===== config.mk =====
export PLATFORM = sky130hd
export DESIGN_NAME = aecb_front
export DESIGN_NICKNAME = d
export VERILOG_FILES = /design/src/hdl/aecb_pkg.sv /design/src/hdl/aecb_front.sv
export SDC_FILE = /design/constraint.sdc
export NUM_CORES = 1
export LEC_CHECK = 0
export BUFFER_PORTS_ARGS = -buffer_cell sky130_fd_sc_hd__buf_2
export CORE_ASPECT_RATIO = 0.7
export CORE_MARGIN = 1.5
export CORE_UTILIZATION = 55
export CTS_CLUSTER_DIAMETER = 50
export DETAILED_ROUTE_END_ITERATION = 8
export PLACE_DENSITY = 0.89
export SYNTH_ARGS = -nofsm -noshare
export SYNTH_HDL_FRONTEND = slang
export SYNTH_SLANG_ARGS = --single-unit

===== constraint.sdc =====
create_clock -name clk_i -period 18.9 [get_ports clk_i]
set_clock_uncertainty 0.2 [all_clocks]
set_input_delay 0.945 -clock clk_i [delete_from_list [all_inputs] [get_ports clk_i]]
set_output_delay 0.945 -clock clk_i [all_outputs]
set_load 0.05 [all_outputs]

===== src/hdl/aecb_pkg.sv =====
// Shared types, register indexes and AES round functions for the block cipher.
package aecb_pkg;

  typedef logic [3:0] rk_idx_t;
  localparam rk_idx_t Nr128 = 4'd10;
  localparam rk_idx_t Nr256 = 4'd14;
  localparam int unsigned NumRk = 15;

  localparam logic [2:0] RegOpMode = 3'd0;
  localparam logic [2:0] RegKey0   = 3'd1;
  localparam logic [2:0] RegKey1   = 3'd2;
  localparam logic [2:0] RegKey2   = 3'd3;
  localparam logic [2:0] RegKey3   = 3'd4;
  localparam logic [2:0] RegIvHigh = 3'd5;
  localparam logic [2:0] RegIvLow  = 3'd6;

  typedef struct packed {
    logic         dec;
    logic         cbc;
    logic         wide;
    logic         last;
    logic [127:0] blk;
  } item_t;

  typedef struct packed {
    logic         load;
    logic [127:0] value;
  } iv_load_t;

  typedef logic [7:0] sbox_t [256];

  localparam sbox_t SBOX = '{
    8'h63, 8'h7c, 8'h77, 8'h7b, 8'hf2, 8'h6b, 8'h6f, 8'hc5,
    8'h30, 8'h01, 8'h67, 8'h2b, 8'hfe, 8'hd7, 8'hab, 8'h76,
    8'hca, 8'h82, 8'hc9, 8'h7d, 8'hfa, 8'h59, 8'h47, 8'hf0,
    8'had, 8'hd4, 8'ha2, 8'haf, 8'h9c, 8'ha4, 8'h72, 8'hc0,
    8'hb7, 8'hfd, 8'h93, 8'h26, 8'h36, 8'h3f, 8'hf7, 8'hcc,
    8'h34, 8'ha5, 8'he5, 8'hf1, 8'h71, 8'hd8, 8'h31, 8'h15,
    8'h04, 8'hc7, 8'h23, 8'hc3, 8'h18, 8'h96, 8'h05, 8'h9a,
    8'h07, 8'h12, 8'h80, 8'he2, 8'heb, 8'h27, 8'hb2, 8'h75,
    8'h09, 8'h83, 8'h2c, 8'h1a, 8'h1b, 8'h6e, 8'h5a, 8'ha0,
    8'h52, 8'h3b, 8'hd6, 8'hb3, 8'h29, 8'he3, 8'h2f, 8'h84,
    8'h53, 8'hd1, 8'h00, 8'hed, 8'h20, 8'hfc, 8'hb1, 8'h5b,
    8'h6a, 8'hcb, 8'hbe, 8'h39, 8'h4a, 8'h4c, 8'h58, 8'hcf,
    8'hd0, 8'hef, 8'haa, 8'hfb, 8'h43, 8'h4d, 8'h33, 8'h85,
    8'h45, 8'hf9, 8'h02, 8'h7f, 8'h50, 8'h3c, 8'h9f, 8'ha8,
    8'h51, 8'ha3, 8'h40, 8'h8f, 8'h92, 8'h9d, 8'h38, 8'hf5,
    8'hbc, 8'hb6, 8'hda, 8'h21, 8'h10, 8'hff, 8'hf3, 8'hd2,
    8'hcd, 8'h0c, 8'h13, 8'hec, 8'h5f, 8'h97, 8'h44, 8'h17,
    8'hc4, 8'ha7, 8'h7e, 8'h3d, 8'h64, 8'h5d, 8'h19, 8'h73,
    8'h60, 8'h81, 8'h4f, 8'hdc, 8'h22, 8'h2a, 8'h90, 8'h88,
    8'h46, 8'hee, 8'hb8, 8'h14, 8'hde, 8'h5e, 8'h0b, 8'hdb,
    8'he0, 8'h32, 8'h3a, 8'h0a, 8'h49, 8'h06, 8'h24, 8'h5c,
    8'hc2, 8'hd3, 8'hac, 8'h62, 8'h91, 8'h95, 8'he4, 8'h79,
    8'he7, 8'hc8, 8'h37, 8'h6d, 8'h8d, 8'hd5, 8'h4e, 8'ha9,
    8'h6c, 8'h56, 8'hf4, 8'hea, 8'h65, 8'h7a, 8'hae, 8'h08,
    8'hba, 8'h78, 8'h25, 8'h2e, 8'h1c, 8'ha6, 8'hb4, 8'hc6,
    8'he8, 8'hdd, 8'h74, 8'h1f, 8'h4b, 8'hbd, 8'h8b, 8'h8a,
    8'h70, 8'h3e, 8'hb5, 8'h66, 8'h48, 8'h03, 8'hf6, 8'h0e,
    8'h61, 8'h35, 8'h57, 8'hb9, 8'h86, 8'hc1, 8'h1d, 8'h9e,
    8'he1, 8'hf8, 8'h98, 8'h11, 8'h69, 8'hd9, 8'h8e, 8'h94,
    8'h9b, 8'h1e, 8'h87, 8'he9, 8'hce, 8'h55, 8'h28, 8'hdf,
    8'h8c, 8'ha1, 8'h89, 8'h0d, 8'hbf, 8'he6, 8'h42, 8'h68,
    8'h41, 8'h99, 8'h2d, 8'h0f, 8'hb0, 8'h54, 8'hbb, 8'h16
  };

  function automatic sbox_t invert_box(sbox_t f);
    sbox_t r;
    for (int i = 0; i < 256; i++) begin
      r[f[i]] = 8'(i);
    end
    return r;
  endfunction

  localparam sbox_t ISBOX = invert_box(SBOX);

  function automatic logic [7:0] xt(logic [7:0] a);
    return {a[6:0], 1'b0} ^ (a[7] ? 8'h1b : 8'h00);
  endfunction

  function automatic logic [127:0] sub_bytes(logic [127:0] s, logic inv);
    logic [127:0] r;
    for (int i = 0; i < 16; i++) begin
      r[8*i +: 8] = inv ? ISBOX[s[8*i +: 8]] : SBOX[s[8*i +: 8]];
    end
    return r;
  endfunction

  function automatic logic [127:0] shift_rows(logic [127:0] s, logic inv);
    logic [127:0] r;
    for (int c = 0; c < 4; c++) begin
      for (int i = 0; i < 4; i++) begin
        if (inv) begin
          r[127-8*(i+4*((c+i)&3)) -: 8] = s[127-8*(i+4*c) -: 8];
        end else begin
          r[127-8*(i+4*c) -: 8] = s[127-8*(i+4*((c+i)&3)) -: 8];
        end
      end
    end
    return r;
  endfunction

  function automatic logic [127:0] mix_cols(logic [127:0] s, logic inv);
    logic [127:0] r;
    logic [7:0]   a [4];
    logic [7:0]   x2 [4];
    logic [7:0]   x4 [4];
    logic [7:0]   x8 [4];
    logic [7:0]   m9 [4];
    logic [7:0]   mb [4];
    logic [7:0]   md [4];
    logic [7:0]   me [4];
    for (int c = 0; c < 4; c++) begin
      for (int i = 0; i < 4; i++) begin
        a[i]  = s[127-8*(i+4*c) -: 8];
        x2[i] = xt(a[i]);
        x4[i] = xt(x2[i]);
        x8[i] = xt(x4[i]);
        m9[i] = x8[i] ^ a[i];
        mb[i] = x8[i] ^ x2[i] ^ a[i];
        md[i] = x8[i] ^ x4[i] ^ a[i];
        me[i] = x8[i] ^ x4[i] ^ x2[i];
      end
      if (inv) begin
        r[127-8*(4*c)   -: 8] = me[0] ^ mb[1] ^ md[2] ^ m9[3];
        r[127-8*(4*c+1) -: 8] = m9[0] ^ me[1] ^ mb[2] ^ md[3];
        r[127-8*(4*c+2) -: 8] = md[0] ^ m9[1] ^ me[2] ^ mb[3];
        r[127-8*(4*c+3) -: 8] = mb[0] ^ md[1] ^ m9[2] ^ me[3];
      end else begin
        r[127-8*(4*c)   -: 8] = x2[0] ^ x2[1] ^ a[1] ^ a[2] ^ a[3];
        r[127-8*(4*c+1) -: 8] = a[0] ^ x2[1] ^ x2[2] ^ a[2] ^ a[3];
        r[127-8*(4*c+2) -: 8] = a[0] ^ a[1] ^ x2[2] ^ x2[3] ^ a[3];
        r[127-8*(4*c+3) -: 8] = x2[0] ^ a[0] ^ a[1] ^ a[2] ^ x2[3];
      end
    end
    return r;
  endfunction

endpackage


===== src/hdl/aecb_front.sv =====
// Input side: accepts blocks, tags them with the current mode and queues them.
module aecb_front import aecb_pkg::*; (
  input  logic         clk_i,
  input  logic         rst_ni,
  input  logic         s_axis_tvalid,
  output logic         s_axis_tready,
  input  logic [127:0] s_axis_tdata,   // block_high, block_low
  input  logic         s_axis_tlast,   // last_block
  input  logic [2:0]   op_mode_i,
  output logic         q_valid_o,
  output item_t        q_item_o,
  input  logic         q_pop_i
);

  item_t      mem_q [2];
  logic       wr_ptr_q, wr_ptr_d;
  logic       rd_ptr_q, rd_ptr_d;
  logic [1:0] cnt_q, cnt_d;
  logic       push;
  item_t      new_item;

  assign s_axis_tready = (cnt_q != 2'd2);
  assign push          = s_axis_tvalid & s_axis_tready;
  assign q_valid_o     = (cnt_q != 2'd0);
  assign q_item_o      = mem_q[rd_ptr_q];

  always_comb begin
    new_item.dec  = op_mode_i[0];
    new_item.cbc  = op_mode_i[1];
    new_item.wide = op_mode_i[2];
    new_item.last = s_axis_tlast;
    new_item.blk  = {s_axis_tdata[63:0], s_axis_tdata[127:64]};
    wr_ptr_d = push ? ~wr_ptr_q : wr_ptr_q;
    rd_ptr_d = q_pop_i ? ~rd_ptr_q : rd_ptr_q;
    cnt_d    = cnt_q + {1'b0, push} - {1'b0, q_pop_i};
  end

  always_ff @(posedge clk_i or negedge rst_ni) begin
    if (!rst_ni) begin
      wr_ptr_q <= 1'b0;
      rd_ptr_q <= 1'b0;
      cnt_q    <= 2'd0;
    end else begin
      wr_ptr_q <= wr_ptr_d;
      rd_ptr_q <= rd_ptr_d;
      cnt_q    <= cnt_d;
    end
  end

  always_ff @(posedge clk_i) begin
    if (push) begin
      mem_q[wr_ptr_q] <= new_item;
    end
  end

endmodule


==> flow_summary.toml <==
[worst_setup_path]
worstPathRequired_ns = 17.75
endpoint_kind = "primary output"
cp_max_fo = 73
cp_top_family = "buffers and inverters"
worst_setup_path_start_kind = "flip-flop"
r2r-end = "mem_q[1][88]"
r2r-start = "cnt_q[0]"
r2r_setup_slack_ns = 16.09
crit_type = "reg2out"
critPathSlowestCell = "dfrtp_4"
critPathBufInv = 2
cp_cell_sequence = "buf_4, mux2_2, buf_2"
r2r.worst_path.cells = 3
cp_data_arrival_time_ns = 3.35
slowest_delay_ns = 1.11

[cts]
clockBufferDepth = 3
clock_latency_ns = 0.51
ctsHoldBuffers = 0
cts_tree = "built"
post_cts_buffers = 0
ctsResizeCount = 0
cts.clk_slew.worst_paths_ns = 0.06
clockRootBuffer = "clkbuf_16"
numCtsBuffers = 25
clock_sinks = 268
htree_levels = 1

[sta]
finalCritPeriodShare_pct = 23.8
setup-violations-final = 0
max_freq_mhz = 223
rsz0062_at_grt = "no"
tightestPinTransition_ns = 1.08
period_minus_slack_ns = 4.49
hold_viol = 0
maxSlewHeadroom_pct = 28.2
drv_slew = 0
tns_ns = 0
fin_ws_ns = 14.41

[grt]
overflow = 0
grt_pass1_vias = 5005
antenna_found_initial = 2
grt_usage_pct = 18.3
grt_pass1_wl_um = 26500
grt_max_degree = 76

[floorplan]
start_util_pct = 55.9
die_y_um = 116
die_w_um = 164
row_count = 41
dieArea_um2 = 19000
io_pins = 270
core_area_um2 = 17900

[drt]
drc_errors = 0
vias_per_cell = 5.17
vias = 4994
wl_per_cell_um = 19.0
dr.pass1.iters = 4
drtIter0Drc = 340
postRouteAntennaNets = 0
wirelength_um = 18300

[placed_design]
port_buffers = 269
dp_hpwl_um = 12300
post-place-ws_ns = 14.95
place.gp.congestion = 0.785
placed_cells = 922

[power_and_ir_drop]
pwr-share-seq_pct = 38.4
p_switching_uw = 935
powerDensity_nw_per_um2 = 186
leakagePower_nw = 4.79
clkPwrFrac_pct = 19.8
intPower_mw = 1.35
p_sw_share_pct = 40.8
peakVddDrop_mv = 0.116
pwr-share-comb_pct = 41.8

[synth]
synth_cells = 428
synth_area_um2 = 10000
synth.distinct_cells = 17
yosys_warnings = 0
syn_nets = 565
synth_seq_area_share_pct = 80.2
synth-seq-cells = 268
syn_avg_cell_area_um2 = 23.4

[cells_and_area]
final_cell_mix = "buf_2 (269), edfxtp_1 (264), mux2_4 (70)"
n_fill_cell = 1130
syn_to_final_growth_pct = 22.9
nNetsFinal = 850
layout.cells.most_common = "buf_2"
drive_gt1_share_pct = 60.5
fin_cells = 966

[outcome]
status = "finished, final reports clean"

[worst_hold_path]
hold_path.class = "in2async"

[job]
drv_cap = 0
cell type report:
class | instances | area [µm²] | area share [%]
Sequential cell | 268 | 8030 | 65.3
Multi-Input combinational cell | 145 | 1860 | 15.1
Tap cell | 236 | 295 | 2.40
Antenna cell | 1 | 2.50 | 0.0203
Timing Repair Buffer | 273 | 1380 | 11.2
Clock inverter | 14 | 93.8 | 0.763
Clock buffer | 29 | 641 | 5.21
cells in the mapped netlist (all sizes together):
master	instances	area, µm²
nand2b	1	6.26
xnor2	3	26.3
dfrtp	4	100
nor3b	1	7.51
nor2	1	3.75
and3	1	6.26
mux2	132	1750
or2	1	6.26
a21oi	1	5.00
a21bo	1	10.0
xor2	1	8.76
edfxtp	264	7930
buf	15	131
nand2	1	3.75
ha	1	12.5
logic make-up (layout without fill, tap and decap cells):
logic type      Yosys count  in the layout  synth area share [%]
other cells               0              1                     0
flops                   268            268                  80.2
fa+ha+maj                 1              1                 0.125
mux                     132            132                  17.5
xor+xnor                  4              4                 0.350
simple gates              6              6                 0.338
buf+inv                  15            316                  1.31
compound gates            2              2                 0.150
power by group through the flow:
stage / logic [mW] / registers (mW) / clock network (mW)
floorplan: 0.817 / 0.871 / 0
global route: 0.998 / 0.893 / 0.484
global placement: 0.948 / 0.882 / 0
finish: 0.957 / 0.879 / 0.453
detailed placement: 0.962 / 0.893 / 0
CTS: 0.965 / 0.881 / 0.462
through the flow:
step | hold WS, ns | total power [mW] | util (%) | cell area, µm²
after floorplan | 0.261 | 1.69 | - | 10000
final | 0.0213 | 2.29 | 68.7 | 12300
after global routing | 0.00568 | 2.38 | 68.7 | 12300
after CTS | 0.00579 | 2.31 | 68.7 | 12300
after global placement | 0.323 | 1.83 | 64.6 | 11600
after detailed placement | 0.344 | 1.86 | 64.6 | 11600
metal layers:
| layer | vias to the layer above | share of wire, % | GRT usage, % |
|---|---|---|---|
| met5 | - | 0 | 0 |
| met4 | 0 | 1.9 | 4.00 |
| met3 | 35 | 10 | 6.26 |
| met2 | 227 | 48 | 30.5 |
| met1 | 2455 | 40 | 23.4 |
| li1 | 2277 | - | - |
state kept, by name, summed over array words and instances, names as in the netlist:
| signal | cells |
|---|---|
| rd_ptr_q | 1 |
| wr_ptr_q | 1 |
| mem_q | 264 |
| cnt_q | 2 |
worst register-to-register path: cells and delay by family (launching register included):
kind | cells | cell delay, ns
buf+inv | 1 | 0.90
flops | 1 | 0.38
simple gates | 2 | 0.89
worst max path at each step:
stage | cells past startpoint | to | slack (ns) | startpoint
detailed placement | 3 | q_item_o[8] | 14.95 | rd_ptr_q
floorplan | 2 | mem_q[0][0] | 11.51 | s_axis_tvalid
global placement | 3 | q_item_o[131] | 15.03 | rd_ptr_q
CTS | 3 | q_item_o[8] | 14.41 | rd_ptr_q
finish | 3 | q_item_o[8] | 14.41 | rd_ptr_q
global route | 3 | q_item_o[8] | 14.26 | rd_ptr_q
(Power assumes the default switching activity.)
