## src/hdl/aecb_pkg.sv

```systemverilog
// Shared types, register indexes and AES round functions for the block cipher.
package aecb_pkg;

  typedef logic [3:0] rk_idx_t;
  localparam rk_idx_t Nr128 = 4'd10;
  localparam rk_idx_t Nr256 = 4'd14;
  localparam int unsigned NumRk = 15;

  localparam logic [2:0] RegOpMode = 3'd0;
  localparam logic [2:0] RegKey0   = 3'd1;
  localparam logic [2:0] RegKey1   = 3'd2;
  localparam logic [2:0] RegKey2   = 3'd3;
  localparam logic [2:0] RegKey3   = 3'd4;
  localparam logic [2:0] RegIvHigh = 3'd5;
  localparam logic [2:0] RegIvLow  = 3'd6;

  typedef struct packed {
    logic         dec;
    logic         cbc;
    logic         wide;
    logic         last;
    logic [127:0] blk;
  } item_t;

  typedef struct packed {
    logic         load;
    logic [127:0] value;
  } iv_load_t;

  typedef logic [7:0] sbox_t [256];

  localparam sbox_t SBOX = '{
    8'h63, 8'h7c, 8'h77, 8'h7b, 8'hf2, 8'h6b, 8'h6f, 8'hc5,
    8'h30, 8'h01, 8'h67, 8'h2b, 8'hfe, 8'hd7, 8'hab, 8'h76,
    8'hca, 8'h82, 8'hc9, 8'h7d, 8'hfa, 8'h59, 8'h47, 8'hf0,
    8'had, 8'hd4, 8'ha2, 8'haf, 8'h9c, 8'ha4, 8'h72, 8'hc0,
    8'hb7, 8'hfd, 8'h93, 8'h26, 8'h36, 8'h3f, 8'hf7, 8'hcc,
    8'h34, 8'ha5, 8'he5, 8'hf1, 8'h71, 8'hd8, 8'h31, 8'h15,
    8'h04, 8'hc7, 8'h23, 8'hc3, 8'h18, 8'h96, 8'h05, 8'h9a,
    8'h07, 8'h12, 8'h80, 8'he2, 8'heb, 8'h27, 8'hb2, 8'h75,
    8'h09, 8'h83, 8'h2c, 8'h1a, 8'h1b, 8'h6e, 8'h5a, 8'ha0,
    8'h52, 8'h3b, 8'hd6, 8'hb3, 8'h29, 8'he3, 8'h2f, 8'h84,
    8'h53, 8'hd1, 8'h00, 8'hed, 8'h20, 8'hfc, 8'hb1, 8'h5b,
    8'h6a, 8'hcb, 8'hbe, 8'h39, 8'h4a, 8'h4c, 8'h58, 8'hcf,
    8'hd0, 8'hef, 8'haa, 8'hfb, 8'h43, 8'h4d, 8'h33, 8'h85,
    8'h45, 8'hf9, 8'h02, 8'h7f, 8'h50, 8'h3c, 8'h9f, 8'ha8,
    8'h51, 8'ha3, 8'h40, 8'h8f, 8'h92, 8'h9d, 8'h38, 8'hf5,
    8'hbc, 8'hb6, 8'hda, 8'h21, 8'h10, 8'hff, 8'hf3, 8'hd2,
    8'hcd, 8'h0c, 8'h13, 8'hec, 8'h5f, 8'h97, 8'h44, 8'h17,
    8'hc4, 8'ha7, 8'h7e, 8'h3d, 8'h64, 8'h5d, 8'h19, 8'h73,
    8'h60, 8'h81, 8'h4f, 8'hdc, 8'h22, 8'h2a, 8'h90, 8'h88,
    8'h46, 8'hee, 8'hb8, 8'h14, 8'hde, 8'h5e, 8'h0b, 8'hdb,
    8'he0, 8'h32, 8'h3a, 8'h0a, 8'h49, 8'h06, 8'h24, 8'h5c,
    8'hc2, 8'hd3, 8'hac, 8'h62, 8'h91, 8'h95, 8'he4, 8'h79,
    8'he7, 8'hc8, 8'h37, 8'h6d, 8'h8d, 8'hd5, 8'h4e, 8'ha9,
    8'h6c, 8'h56, 8'hf4, 8'hea, 8'h65, 8'h7a, 8'hae, 8'h08,
    8'hba, 8'h78, 8'h25, 8'h2e, 8'h1c, 8'ha6, 8'hb4, 8'hc6,
    8'he8, 8'hdd, 8'h74, 8'h1f, 8'h4b, 8'hbd, 8'h8b, 8'h8a,
    8'h70, 8'h3e, 8'hb5, 8'h66, 8'h48, 8'h03, 8'hf6, 8'h0e,
    8'h61, 8'h35, 8'h57, 8'hb9, 8'h86, 8'hc1, 8'h1d, 8'h9e,
    8'he1, 8'hf8, 8'h98, 8'h11, 8'h69, 8'hd9, 8'h8e, 8'h94,
    8'h9b, 8'h1e, 8'h87, 8'he9, 8'hce, 8'h55, 8'h28, 8'hdf,
    8'h8c, 8'ha1, 8'h89, 8'h0d, 8'hbf, 8'he6, 8'h42, 8'h68,
    8'h41, 8'h99, 8'h2d, 8'h0f, 8'hb0, 8'h54, 8'hbb, 8'h16
  };

  function automatic sbox_t invert_box(sbox_t f);
    sbox_t r;
    for (int i = 0; i < 256; i++) begin
      r[f[i]] = 8'(i);
    end
    return r;
  endfunction

  localparam sbox_t ISBOX = invert_box(SBOX);

  function automatic logic [7:0] xt(logic [7:0] a);
    return {a[6:0], 1'b0} ^ (a[7] ? 8'h1b : 8'h00);
  endfunction

  function automatic logic [127:0] sub_bytes(logic [127:0] s, logic inv);
    logic [127:0] r;
    for (int i = 0; i < 16; i++) begin
      r[8*i +: 8] = inv ? ISBOX[s[8*i +: 8]] : SBOX[s[8*i +: 8]];
    end
    return r;
  endfunction

  function automatic logic [127:0] shift_rows(logic [127:0] s, logic inv);
    logic [127:0] r;
    for (int c = 0; c < 4; c++) begin
      for (int i = 0; i < 4; i++) begin
        if (inv) begin
          r[127-8*(i+4*((c+i)&3)) -: 8] = s[127-8*(i+4*c) -: 8];
        end else begin
          r[127-8*(i+4*c) -: 8] = s[127-8*(i+4*((c+i)&3)) -: 8];
        end
      end
    end
    return r;
  endfunction

  function automatic logic [127:0] mix_cols(logic [127:0] s, logic inv);
    logic [127:0] r;
    logic [7:0]   a [4];
    logic [7:0]   x2 [4];
    logic [7:0]   x4 [4];
    logic [7:0]   x8 [4];
    logic [7:0]   m9 [4];
    logic [7:0]   mb [4];
    logic [7:0]   md [4];
    logic [7:0]   me [4];
    for (int c = 0; c < 4; c++) begin
      for (int i = 0; i < 4; i++) begin
        a[i]  = s[127-8*(i+4*c) -: 8];
        x2[i] = xt(a[i]);
        x4[i] = xt(x2[i]);
        x8[i] = xt(x4[i]);
        m9[i] = x8[i] ^ a[i];
        mb[i] = x8[i] ^ x2[i] ^ a[i];
        md[i] = x8[i] ^ x4[i] ^ a[i];
        me[i] = x8[i] ^ x4[i] ^ x2[i];
      end
      if (inv) begin
        r[127-8*(4*c)   -: 8] = me[0] ^ mb[1] ^ md[2] ^ m9[3];
        r[127-8*(4*c+1) -: 8] = m9[0] ^ me[1] ^ mb[2] ^ md[3];
        r[127-8*(4*c+2) -: 8] = md[0] ^ m9[1] ^ me[2] ^ mb[3];
        r[127-8*(4*c+3) -: 8] = mb[0] ^ md[1] ^ m9[2] ^ me[3];
      end else begin
        r[127-8*(4*c)   -: 8] = x2[0] ^ x2[1] ^ a[1] ^ a[2] ^ a[3];
        r[127-8*(4*c+1) -: 8] = a[0] ^ x2[1] ^ x2[2] ^ a[2] ^ a[3];
        r[127-8*(4*c+2) -: 8] = a[0] ^ a[1] ^ x2[2] ^ x2[3] ^ a[3];
        r[127-8*(4*c+3) -: 8] = x2[0] ^ a[0] ^ a[1] ^ a[2] ^ x2[3];
      end
    end
    return r;
  endfunction

endpackage

```

## src/hdl/aecb_keyexp.sv

```systemverilog
// Key expansion: builds the round-key store one round key per cycle.
module aecb_keyexp import aecb_pkg::*; (
  input  logic         clk_i,
  input  logic         rst_ni,
  input  logic         start_i,
  input  logic         wide_i,
  input  logic [255:0] key_i,
  input  rk_idx_t      rd_idx_i,
  output logic [127:0] rd_key_o,
  output logic         busy_o
);

  logic [127:0] rk_q [NumRk];
  logic         pend_q, run_q, wide_q;
  rk_idx_t      idx_q;
  logic [7:0]   rcon_q;
  logic [127:0] win_a_q, win_b_q;

  logic [31:0]  w, t;
  logic [31:0]  n0, n1, n2, n3;
  logic [127:0] base, nk;
  logic         rot, copy;
  rk_idx_t      nr_last;

  always_comb begin
    w       = win_b_q[31:0];
    rot     = !wide_q || !idx_q[0];
    copy    = wide_q && (idx_q == 4'd1);
    nr_last = wide_q ? Nr256 : Nr128;
    base    = wide_q ? win_a_q : win_b_q;
    if (rot) begin
      t = {SBOX[w[23:16]] ^ rcon_q, SBOX[w[15:8]], SBOX[w[7:0]], SBOX[w[31:24]]};
    end else begin
      t = {SBOX[w[31:24]], SBOX[w[23:16]], SBOX[w[15:8]], SBOX[w[7:0]]};
    end
    n0 = base[127:96] ^ t;
    n1 = base[95:64] ^ n0;
    n2 = base[63:32] ^ n1;
    n3 = base[31:0] ^ n2;
    nk = {n0, n1, n2, n3};
  end

  assign rd_key_o = rk_q[rd_idx_i];
  assign busy_o   = pend_q | run_q | start_i;

  always_ff @(posedge clk_i or negedge rst_ni) begin
    if (!rst_ni) begin
      pend_q <= 1'b1;
      run_q  <= 1'b0;
      wide_q <= 1'b0;
      idx_q  <= '0;
      rcon_q <= 8'h01;
    end else if (start_i) begin
      pend_q <= 1'b1;
      run_q  <= 1'b0;
    end else if (pend_q) begin
      pend_q <= 1'b0;
      run_q  <= 1'b1;
      wide_q <= wide_i;
      idx_q  <= 4'd1;
      rcon_q <= 8'h01;
    end else if (run_q) begin
      idx_q <= idx_q + 4'd1;
      if (!copy && rot) begin
        rcon_q <= xt(rcon_q);
      end
      if (idx_q == nr_last) begin
        run_q <= 1'b0;
      end
    end
  end

  always_ff @(posedge clk_i) begin
    if (!start_i && pend_q) begin
      rk_q[0] <= key_i[255:128];
      win_a_q <= key_i[255:128];
      win_b_q <= wide_i ? key_i[127:0] : key_i[255:128];
    end else if (!start_i && run_q) begin
      if (copy) begin
        rk_q[idx_q] <= win_b_q;
      end else begin
        rk_q[idx_q] <= nk;
        win_a_q     <= win_b_q;
        win_b_q     <= nk;
      end
    end
  end

endmodule

```

## config.mk

```make
export PLATFORM = sky130hd
export DESIGN_NAME = aecb_keyexp
export DESIGN_NICKNAME = d
export VERILOG_FILES = /design/src/hdl/aecb_pkg.sv /design/src/hdl/aecb_keyexp.sv
export SDC_FILE = /design/constraint.sdc
export NUM_CORES = 2
export LEC_CHECK = 0
export BUFFER_PORTS_ARGS = -buffer_cell sky130_fd_sc_hd__buf_2
export CORE_ASPECT_RATIO = 1.75
export CORE_MARGIN = 2
export CORE_UTILIZATION = 42
export CTS_BUF_LIST = sky130_fd_sc_hd__clkbuf_4 sky130_fd_sc_hd__clkbuf_8
export CTS_CLUSTER_DIAMETER = 80
export CTS_CLUSTER_SIZE = 14
export DETAILED_ROUTE_END_ITERATION = 12
export GPL_TIMING_DRIVEN = 0
export PLACE_DENSITY = 0.55
export SLEW_MARGIN = 20
export SYNTH_ARGS = -nofsm -noshare
export SYNTH_HDL_FRONTEND = slang
export SYNTH_SLANG_ARGS = --single-unit
export TNS_END_PERCENT = 1
```

## constraint.sdc

```tcl
create_clock -name clk_i -period 34.4 [get_ports clk_i]
set_input_delay 1.72 -clock clk_i [delete_from_list [all_inputs] [get_ports clk_i]]
set_output_delay 1.72 -clock clk_i [all_outputs]
set_load 0.005 [all_outputs]
```

==> metrics <==
Post-synth EDFFs=2176; routed vias/inst=6.634; largest family of logic cells by synthesized area=multiplexers; reg-to-reg startpoint=win_b_q[1]; R2R depth=17; Worst Tran Pin Value=1.364 ns; first-pass GRT wire length=687700 um; Post-Synth Adder-Cell Area=0.007489; met3 routed WL=46190 um; initial antenna violation count=92; CTS buffer count=~180; Max IR drop VDD=53.77 uV; largest net degree at the start of global routing=25; met2 wire len=246900 um; RSZ-0062 raised after global routing=no; H-tree depth=4; Die Wd=382.4 um; Total GRT Usage=0.4028; worst-path maximum fanout=15; filler instances=21850; CTS sink cnt=2191; port buffer count=between 300 and 400; crit path kind=reg2reg; Synthesized Nets=7735; Initial Util=0.4212; top-area cell type share of the netlist area=0.6208; CP required=35.04 ns; clock tree from TritonCTS=yes; Hold Crit Class=reg2reg; final hold vios=0; total number of vias=roughly 80000; RePlAce Congestion=1.093; Detailed Route WL=519600 um; core area=0.2499 sq mm; layout cell share with drive strength beyond 1=0.2247; I/O pins=393; post_cts resized=0; synth unique cells=89; Hold Path Origin=rcon_q[0]; cell leakage power=40.59 nW; Synth Area in Compound Gates=0.09239; Syn-to-layout area delta=14.12%; multiplexer share of the synthesized area=0.1504; Synth async-reset ratio=0.006846; highest metal used=met5; Setup Skew=between 0.08 and 0.09 ns; Layout Cells excl Fill=11723; Power Total=0.01056 W; ys flop type=edfxtp_1; crit path launch type=flip-flop; number of global-route vias before repair=76180; CP arrival=11.00 ns; Clock Latency Late Sink=1.02 ns; Max Clk Rate=96.52 MHz; hold worst-path end=rcon_q[0]; Final Net Count=8661; Seq cells post-synth=2191; Residual DRC=0; Post-Place Cells=11454; overflow left after global routing=0; Final Core Density=0.4807; P per Cell Area=87.92 mW/mm^2; most instantiated cells after synthesis=edfxtp_1 (2176), nand2_1 (840), mux4_2 (542); Gate Count Post-Synth=~7400; DRT met1 WL=177300 um; Final Max Tran Viols=0; Worst R2R End=rk_q[8][40]; post-cts hold buffer count=0; DP Wirelength=400200 um; Yosys Warn Count=0; final setup fails=0; Avg Cell Area, Syn=14.21 sq um; router iterations before antenna repair=6; Die Y=666.3 um; synthesized area=~0.11 sq mm; DR iter-0 viols=10955; row count=243; Period Utilization, post-route=0.3012; maxcap violations=0; clock-pin slew on the worst setup and hold paths=roughly 0.1 ns; Synth area leader=edfxtp_1; setup slack, reg-to-reg=~24 ns; XOR/XNOR Fraction of Synth Area=0.01991; most numerous cell in the Yosys netlist=edfxtp_1; status=complete, no violations; clk buf depth=4; hold path depth=2; full die area=0.2548 sq mm; Worst slew margin=0.08881; Antenna Violating Nets Remaining=0; clk root buf=clkbuf_8; Min Clock Period, post-route=10.36 ns; post-synthesis sequential area ratio=0.6244; post-CTS setup buffers=0; Critical Path End Type=flip-flop; Simple-Gate Fraction of Synth Area=0.08095; Synth area leaders=edfxtp_1 (62%), mux4_2 (12%), mux2i_1 (3.2%); WL/cell=approximately 44 um
-- worst max-delay path by stage --
stage	from	to	slack, ns
after floorplan	start_i	rcon_q[7]	10.30
after global placement	start_i	rcon_q[7]	-5.81
after detailed placement	win_b_q[1]	rk_q[2][3]	24.43
after CTS	win_b_q[1]	rk_q[2][3]	24.36
after global routing	win_b_q[1]	rk_q[1][8]	24.62
final	win_b_q[1]	rk_q[8][40]	24.04
-- per-stage QoR --
step	setup TNS, ns	instance area, sq um	hold WS [ns]	setup slack [ns]
floorplan	0	105300	0.4792	10.30
global placement	-43.96	111300	0.4968	-5.813
detailed placement	0	117100	0.5278	24.43
CTS	0	119800	0.5369	24.36
global route	0	120000	0.5671	24.62
finish	0	120100	0.5347	24.04
-- final cells by class --
cell class / instances / area [sq um] / share of cell area
Clock inverter: 7 / 60.06 / 0.0004999
Sequential cell: 2191 / 65720 / 0.5471
Antenna cell: 62 / 155.1 / 0.001292
Tap cell: 3307 / 4138 / 0.03444
Timing Repair Buffer: 741 / 6969 / 0.05801
Multi-Input combinational cell: 4570 / 37750 / 0.3142
Inverter: 47 / 176.4 / 0.001469
Buffer: 600 / 2511 / 0.02090
Clock buffer: 198 / 2650 / 0.02206
-- report_power, final --
| group | switching (W) | internal (W) | total [W] |
|---|---|---|---|
| Clock | 0.000847 | 0.000502 | 0.00135 |
| Combinational | 0.00418 | 0.00161 | 0.00579 |
| Sequential | 0.000158 | 0.00326 | 0.00342 |
-- per-layer routing --
metal | up-vias | GRT usage
met2 | 5334 | 0.6582
met5 | - | 0
li1 | 30668 | -
met1 | 40190 | 0.4640
met3 | 1534 | 0.08676
met4 | 40 | 0.3041
-- flip-flops by register name, summed over array words and instances (netlist names) --
| register | count |
|---|---|
| pend_q | 1 |
| win_b_q | 128 |
| idx_q | 4 |
| wide_q | 1 |
| rk_q | 1920 |
| win_a_q | 128 |
| rcon_q | 8 |
| run_q | 1 |
-- cell usage in the layout (no fill, tap or decap), types with 34 or more instances in the layout --
cell type,instances
and3_1,35
xnor2_1,117
o21ai_0,430
nand2_1,840
a311oi_1,47
nand2b_1,108
nor2_1,343
buf_12,35
o21a_1,36
clkbuf_8,186
o21ai_2,49
buf_1,90
buf_6,74
buf_2,502
nand3_1,116
nor2b_1,144
clkbuf_2,68
mux4_2,542
edfxtp_1,2176
buf_4,118
mux2i_1,332
a31oi_1,50
a21oi_1,313
diode_2,62
o31ai_1,37
buf_16,75
o211ai_1,71
nor3_1,87
buf_8,34
ha_1,63
clkbuf_1,345
xor2_1,78
a211oi_1,106
inv_1,39
-- worst max-delay path: stages, from the launching register on --
cell       delay (ns)
edfxtp_1         0.75
clkbuf_1         0.65
clkbuf_1         0.90
clkbuf_1         0.78
inv_1            0.55
ha_1             0.49
clkbuf_1         0.56
nor2_1           0.48
a32o_1           0.36
a2111oi_0        0.43
nand3_1          0.39
a211oi_2         1.17
a21o_1           0.16
o211ai_1         0.34
buf_4            0.34
xnor2_2          0.64
nand2_1          0.16
a21oi_2          0.77
-- cells by family (layout without fill, tap and decap cells) --
logic type | Yosys count | count (layout)
AND/OR/NAND/NOR | 1864 | 1864
XOR/XNOR | 221 | 221
other | 0 | 62
flip-flops | 2191 | 2191
multiplexers | 901 | 901
buffers and inverters | 647 | 1593
adder cells (fa/ha/maj) | 63 | 63
AO/OA/AOI/OAI | 1521 | 1521
Power figures use the tool's default switching activity.
